[src/rtl/tpll_pkg.sv]
package tpll_pkg;

   localparam int TIME_W    = 32;
   localparam int NOMINAL_W = 20;

   localparam logic [NOMINAL_W-1:0] NOMINAL_RESET = 20'd20833;

   // ceil(2^34 / 5), exact floor(x / 5) for any 32-bit x after >> 34
   localparam logic [31:0] RECIP_5 = 32'hCCCC_CCCD;

endpackage

[src/rtl/tick_phase_tracking_loop_core.sv]
// Tick phase tracking loop. Each req_ word carries the microsecond arrival time of one
// incoming clock tick and produces exactly one rsp_ word: the interval now in use, the
// wrapped lateness of the tick against the expected time and a flag for a tick that only
// set the phase reference (expected time zero means unlocked; it is zero after reset and
// again whenever it wraps to zero). The block sustains one word per clock while rsp_ready
// is high. The clock is bounded by the combinational loop from the input register through
// error, low-pass filter (one 32x32 multiply by the reciprocal of five), gain and interval
// back into the expected-time register. A csr_ write loads the nominal interval and the
// current interval and is to be made while no word is in flight.
module tick_phase_tracking_loop_core
   import tpll_pkg::*;
(
   input  logic                 clock,
   input  logic                 reset,
   input  logic                 req_valid,
   output logic                 req_ready,
   input  logic [TIME_W-1:0]    req_tick_time_us,
   output logic                 rsp_valid,
   input  logic                 rsp_ready,
   output logic [TIME_W-1:0]    rsp_interval_us,
   output logic signed [TIME_W-1:0] rsp_phase_error_us,
   output logic                 rsp_was_first_tick,
   input  logic                 csr_wr_en,
   input  logic [NOMINAL_W-1:0] csr_wr_data
);

   logic                 in_valid_ff;
   logic [TIME_W-1:0]    tick_ff;
   logic                 out_valid_ff;
   logic [TIME_W-1:0]    out_interval_ff, out_interval_in;
   logic [TIME_W-1:0]    out_error_ff, out_error_in;
   logic                 out_first_ff, out_first_in;

   logic [NOMINAL_W-1:0] nominal_ff;
   logic [TIME_W-1:0]    expected_ff, expected_in;
   logic [TIME_W-1:0]    filtered_ff, filtered_in;
   logic [TIME_W-1:0]    interval_ff, interval_in;

   logic                 advance;
   logic [TIME_W-1:0]    err;
   logic [TIME_W:0]      diff;
   logic [TIME_W:0]      mag;
   logic [TIME_W-2:0]    quarter;
   logic [63:0]          prod;
   logic [29:0]          q5;
   logic [TIME_W-1:0]    step;
   logic [TIME_W-1:0]    filt_new;
   logic [TIME_W-1:0]    biased;
   logic [TIME_W-1:0]    corr;
   logic [TIME_W-1:0]    interval_new;

   assign advance   = in_valid_ff && (!out_valid_ff || rsp_ready);
   assign req_ready = !in_valid_ff || advance;

   always_comb begin
      err  = tick_ff - expected_ff;
      diff = {err[TIME_W-1], err} - {filtered_ff[TIME_W-1], filtered_ff};
      mag  = diff[TIME_W] ? (~diff + 33'd1) : diff;
      // divide by 20: drop two bits, then floor divide by five
      quarter = mag[TIME_W:2];
      prod    = {1'b0, quarter} * RECIP_5;
      q5      = prod[63:34];
      step    = diff[TIME_W] ? (~{2'b00, q5} + 32'd1) : {2'b00, q5};
      filt_new = filtered_ff + step;
      // divide by 8 toward zero
      biased = filt_new + (filt_new[TIME_W-1] ? 32'd7 : 32'd0);
      corr   = {{3{biased[TIME_W-1]}}, biased[TIME_W-1:3]};
      interval_new = {{(TIME_W-NOMINAL_W){1'b0}}, nominal_ff} + corr;

      if (expected_ff == '0) begin
         expected_in     = tick_ff + interval_ff;
         filtered_in     = filtered_ff;
         interval_in     = interval_ff;
         out_interval_in = interval_ff;
         out_error_in    = '0;
         out_first_in    = 1'b1;
      end else begin
         expected_in     = expected_ff + interval_new;
         filtered_in     = filt_new;
         interval_in     = interval_new;
         out_interval_in = interval_new;
         out_error_in    = err;
         out_first_in    = 1'b0;
      end
   end

   always_ff @(posedge clock) begin
      if (reset) begin
         in_valid_ff  <= 1'b0;
         out_valid_ff <= 1'b0;
         nominal_ff   <= NOMINAL_RESET;
         expected_ff  <= '0;
         filtered_ff  <= '0;
         interval_ff  <= {{(TIME_W-NOMINAL_W){1'b0}}, NOMINAL_RESET};
      end else begin
         if (req_ready) begin
            in_valid_ff <= req_valid;
         end
         if (advance) begin
            out_valid_ff <= 1'b1;
         end else if (rsp_ready) begin
            out_valid_ff <= 1'b0;
         end
         if (csr_wr_en) begin
            nominal_ff  <= csr_wr_data;
            interval_ff <= {{(TIME_W-NOMINAL_W){1'b0}}, csr_wr_data};
         end else if (advance) begin
            interval_ff <= interval_in;
         end
         if (advance) begin
            expected_ff <= expected_in;
            filtered_ff <= filtered_in;
         end
      end
   end

   // payload registers
   always_ff @(posedge clock) begin
      if (req_valid && req_ready) begin
         tick_ff <= req_tick_time_us;
      end
      if (advance) begin
         out_interval_ff <= out_interval_in;
         out_error_ff    <= out_error_in;
         out_first_ff    <= out_first_in;
      end
   end

   assign rsp_valid          = out_valid_ff;
   assign rsp_interval_us    = out_interval_ff;
   assign rsp_phase_error_us = out_error_ff;
   assign rsp_was_first_tick = out_first_ff;

endmodule

[config.mk]
export PLATFORM = sky130hd
export DESIGN_NAME = tick_phase_tracking_loop_core
export DESIGN_NICKNAME = d
export VERILOG_FILES = /design/src/rtl/tpll_pkg.sv /design/src/rtl/tick_phase_tracking_loop_core.sv
export SDC_FILE = /design/constraint.sdc
export NUM_CORES = 1
export LEC_CHECK = 0
export ABC_CLOCK_PERIOD_IN_PS = 22400
export BUFFER_PORTS_ARGS = -buffer_cell sky130_fd_sc_hd__clkbuf_2
export CORE_ASPECT_RATIO = 0.7
export CORE_MARGIN = 4
export CORE_UTILIZATION = 59
export CTS_CLUSTER_DIAMETER = 200
export DETAILED_ROUTE_END_ITERATION = 16
export HOLD_SLACK_MARGIN = 0.1
export PLACE_DENSITY = 0.84
export SYNTH_ARGS = -nofsm -noshare
export SYNTH_HDL_FRONTEND = slang
export SYNTH_SLANG_ARGS = --single-unit
export TNS_END_PERCENT = 10
[constraint.sdc]
create_clock -name clock -period 22.4 [get_ports clock]
set_input_delay 2.24 -clock clock [delete_from_list [all_inputs] [get_ports clock]]
set_output_delay 2.24 -clock clock [all_outputs]
set_load 0.005 [all_outputs]
# Yosys cells after proc, flatten, opt, wreduce, memory -nomap -nowiden
# Cells that the tools add are included.
# classes
muxes	10
n_mul	1
reduce_logical	11
n_bitwise	3
addsub	9
# ops
op	count
32-bit adder	3
32-bit 2-to-1 mux	3
31-bit by 32-bit multiplier with 63-bit output, second input constant	1
20-bit 2-to-1 mux	2
33-bit by 1-bit adder with 33-bit output, second input constant	1
33-bit 2-to-1 mux	1
33-bit NOT	1
32-bit by 32-bit subtractor with 33-bit output	1
32-bit by 1-bit adder with 32-bit output, second input constant	1
32-bit by 3-bit adder with 32-bit output	1
32-bit zero test	1
29-bit NOT with 32-bit output	1
32-bit subtractor	1
21-bit by 29-bit adder with 30-bit output	1
2-bit nonzero test	2
1-bit 2-to-1 mux	3
3-bit 2-to-1 mux	1
1-bit logical AND	2
1-bit zero test	2
1-bit logical OR	2
2-bit AND reduction	1
2-bit OR reduction	1
1-bit NOT	1
# totals
input_bits	57
output_inout_bits	67
reg_bits	215
wordCells	45

# Logic depth before layout (Yosys ltp)
# logic_depth
ltp_word	16
ltp_mapped	111

# Least setup slack after synthesis
# No wires, ideal clock.
# synth_path
path_type	reg-to-reg
from	reg tick_ff[0]
to	reg expected_ff[31]
slack_ps	877
n_path_buf	1
stages_incl_launch_ff	105
setup_time_ps	119
arrival_ps	21404
cell_sequence	edfxtp_1 -> inv_1 -> ha_1 -> fa_1 -> nor2b_1 -> o21ai_0 -> a21boi_0 -> o21ai_0 -> nand2b_1 -> a21o_1 -> a21o_1 -> a41o_1 -> o41a_1 -> nand4_1 -> and3_1 -> nor3_1 -> xor2_1 -> ha_1 -> [69 not listed] -> o41ai_1 -> o21ai_0 -> o41ai_1 -> xnor2_1 -> ha_1 -> and2_1 -> a32o_1 -> a311oi_1 -> nor3_1 -> a21oi_1 -> nor2b_1 -> o21ai_0 -> a21oi_1 -> a31oi_1 -> a21oi_1 -> xnor2_1 -> a21oi_1 -> o221a_2
# synth_via
elab_chain_cells	15
word_cells_on_any_way	16
classes_between	9 x add/sub; 1 x mul; 4 x mux; 2 x bitwise
# synth_rtl
item	line	source
start, declared	tick_phase_tracking_loop_core.sv:28	logic [TIME_W-1:0] tick_ff;
start signal, assigned	tick_phase_tracking_loop_core.sv:120	tick_ff <= req_tick_time_us;
32-bit subtractor *	tick_phase_tracking_loop_core.sv:56	err = tick_ff - expected_ff;
net err[18]	tick_phase_tracking_loop_core.sv:40	logic [TIME_W-1:0] err;
32-bit by 32-bit subtractor with 33-bit output *	tick_phase_tracking_loop_core.sv:57	diff = {err[TIME_W-1], err} - {filtered_ff[TIME_W-1], filtered_ff};
33-bit NOT	tick_phase_tracking_loop_core.sv:58	mag = diff[TIME_W] ? (~diff + 33'd1) : diff;
33-bit by 1-bit adder with 33-bit output	tick_phase_tracking_loop_core.sv:58	
33-bit 2-to-1 mux	tick_phase_tracking_loop_core.sv:58	
31-bit by 32-bit multiplier with 63-bit output	tick_phase_tracking_loop_core.sv:61	prod = {1'b0, quarter} * RECIP_5;
29-bit NOT with 32-bit output	tick_phase_tracking_loop_core.sv:63	step = diff[TIME_W] ? (~{2'b00, q5} + 32'd1) : {2'b00, q5};
32-bit by 1-bit adder with 32-bit output	tick_phase_tracking_loop_core.sv:63	
32-bit 2-to-1 mux *	tick_phase_tracking_loop_core.sv:63	
32-bit adder *	tick_phase_tracking_loop_core.sv:64	filt_new = filtered_ff + step;
3-bit 2-to-1 mux	tick_phase_tracking_loop_core.sv:66	biased = filt_new + (filt_new[TIME_W-1] ? 32'd7 : 32'd0);
32-bit by 3-bit adder with 32-bit output *	tick_phase_tracking_loop_core.sv:66	
21-bit by 29-bit adder with 30-bit output *	tick_phase_tracking_loop_core.sv:68	interval_new = {{(TIME_W-NOMINAL_W){1'b0}}, nominal_ff} + corr;
32-bit adder *	tick_phase_tracking_loop_core.sv:78	expected_in = expected_ff + interval_new;
32-bit 2-to-1 mux *	tick_phase_tracking_loop_core.sv:70	if (expected_ff == '0) begin
end signal, assigned	tick_phase_tracking_loop_core.sv:111	expected_ff <= expected_in;
end, declared	tick_phase_tracking_loop_core.sv:35	logic [TIME_W-1:0] expected_ff, expected_in;
# The timed path passes the listed nets; every way through them passes the cells marked *.
# A chain may end at the register's enable or synchronous reset.

# Final worst setup path
# Same ends and word-level chain as after synthesis.

==> flow_metrics.tcl <==
set metrics [dict create \
    cp_slowest_stage_delay_ns 0.76 \
    fillers 3605 \
    drive_gt1_share_pct 23.9 \
    fmax_mhz 45.4 \
    syn_to_final_growth_pct 24.2 \
    hold_path_class "reg2reg" \
    grt_overflow_total 0 \
    crit_fanout 7 \
    wl_per_cell_um 19.7 \
    initial_utilization_pct 59.7 \
    setup_viol 0 \
    dieArea_um2 56700 \
    hold_violations 0 \
    utilization_pct 74.1 \
    netlist_area_um2 31200 \
    cts_tree "yes" \
    via_per_inst 5.94 \
    ys_ff_latch 215 \
    rr_startpoint "tick_ff[0]" \
    yosysTopAreaCellShare_pct 19.0 \
    grt_pass1_wl_um 149000 \
    remaining_drc_errors 0 \
    die_w_um 283 \
    fin_ws_ns 0.350 \
    cts_buffers 20 \
    synth.avg_cell_area_um2 8.62 \
    final_common_cell "buf_4" \
    cts_num_sinks 215 \
    postCtsHoldBufs 0 \
    vias 29500 \
    hpwl_um 77600 \
    yosysUniqueCellTypes 98 \
    core_area_um2 52300 \
    worstMarginPinSlew_ns 1.22 \
    crit_type "reg2reg" \
    startpoint_type "register" \
    critPathCaptureType "register" \
    pre_cts_ws_ns -0.422 \
    cts_buffer_depth 3 \
    grt_pass1_vias 28300 \
    crit_start "tick_ff[0]" \
    dpl_cell_area_um2 36400 \
    wl_met2_um 42200 \
    yosysTopAreaCell "ha_1" \
    synth_edf_count 97 \
    antenna_left 0 \
    reg2reg_to "expected_ff[31]" \
    wl_met3_um 9640 \
    layout_common_cells "571 x buf_4, 529 x inv_1, 448 x ha_1" \
    worstSetupEndpoint "expected_ff[31]" \
    period_minus_slack_ns 22.05 \
    synth_nets 4397 \
    fin_nets 5039 \
    arrival_ns 22.47 \
    wl_met1_um 43400 \
    root_buffer "clkbuf_16" \
    h-tree-depth 1 \
    port_buffers 123 \
    synthCells 3618 \
    worstHoldPathCells 2 \
    drt_iter0_drc 2877 \
    synth.area.top_cells "ha_1 19%, fa_1 16%, edfxtp_1 9.3%" \
    grt_start_max_net_pins 73 \
    r2r_slack_ns 0.35 \
    synth-seq-area-share_pct 16.9 \
    drv_slew 0 \
    ios 124 \
    placementRows 70 \
    path_clk_slew_ns 0.09 \
    maxSlewHeadroom_pct 18.8 \
    cp_slowest_cell "o41ai_1" \
    wirelength_um 97800 \
    place_congestion 1.01 \
    ys.flop_type "dfxtp_1" \
    yosysWarnings 0 \
    die_height_um 200 \
    async_reset_ff_share_pct 0 \
    finClkSkew_ns 0.0225 \
    fin_area_um2 38700 \
    fin_crit_sh_pct 98.4 \
    rr_worst_depth 102 \
    antenna_found_initial 2 \
    grt_usage_pct 32.7 \
    first_pass_iters 6 \
    maxCapViolCount 0 \
    status "finished, final reports clean" \
    highest-signal-layer "met5" \
    crit_required_ns 22.82 \
    clkLatencyLatePin_ns 0.53 \
]
## routing by layer
layer,vias to the layer above,GRT usage (%)
met1,14000,49.4
li1,13800,-
met4,4,6.71
met3,226,6.99
met2,1436,48.1
met5,-,0
## registers in the layout, indices dropped and copies added, names as in the netlist, 20 cells and up
register	flops
expected_ff	32
rsp_interval_us	32
interval_ff	32
nominal_ff	20
tick_ff	32
filtered_ff	32
rsp_phase_error_us	32
## critical path, delay by kind of cell (launching register included)
family,cells,cell delay (ns)
adder cells (fa/ha/maj),15,5.84
AO/OA/AOI/OAI,38,8.06
XOR/XNOR,7,1.27
buffers and inverters,14,1.64
flip-flops,1,0.41
multiplexers,2,0.31
AND/OR/NAND/NOR,26,4.43
## metrics by stage
stage | hold slack (ns) | setup TNS (ns) | instances
2_1_floorplan | 0.435 | 0 | 3618
3_3_place_gp | 0.444 | 0 | 4871
3_5_place_dp | 0.455 | -2.01 | 4871
4_1_cts | 0.466 | 0 | 4909
5_1_grt | 0.492 | -3.57 | 4958
6_report | 0.477 | 0 | 4959
## Yosys cell counts (all sizes together) (48+ instances only)
cell and number:
nand3 49, a21oi 252, ha 474, xnor2 167, and2 56, a211oi 51, edfxtp 97, nor2 225
nor3 78, inv 540, o21ai 142, a21o 95, xor2 91, nand2 287, dfxtp 118, clkbuf 65
fa 248, nand2b 48
## worst min path at each step
stage | startpoint | end | slack (ns)
floorplan | nominal_ff[0] | nominal_ff[0] | 0.43
global placement | filtered_ff[31] | filtered_ff[31] | 0.44
detailed placement | filtered_ff[31] | filtered_ff[31] | 0.46
CTS | filtered_ff[31] | filtered_ff[31] | 0.47
global route | filtered_ff[31] | filtered_ff[31] | 0.49
finish | filtered_ff[31] | filtered_ff[31] | 0.48
## layout make-up
class                           count  area (um2)  share of cell area [%]
Clock inverter                     12         146                   0.378
Inverter                          540        2030                    5.25
Clock buffer                       24         547                    1.41
Sequential cell                   215        5280                    13.6
Multi-Input combinational cell   2783       24900                    64.2
Timing Repair Buffer              700        5000                    12.9
Antenna cell                        1        2.50                 0.00646
Tap cell                          684         856                    2.21
## logic make-up (layout without fill, tap and decap cells)
kind of cell	count (synthesis)	count (layout)	share of synthesized area, %
AO/OA/AOI/OAI	796	796	16.9
XOR/XNOR	258	258	7.24
adder cells (fa/ha/maj)	725	725	35.0
buffers and inverters	620	1276	7.50
flip-flops	215	215	16.9
multiplexers	27	27	0.902
other	0	1	0
AND/OR/NAND/NOR	977	977	15.6
## repair_timing
action | CTS | global route
setup buffers | 2 | 49
pin swaps | 10 | 160
setup endpoints to repair | 10 | 44
resized for setup | 21 | 254
Power is not shown: default switching activity piles up to over one toggle a cycle in this logic, so the estimate is an artifact.
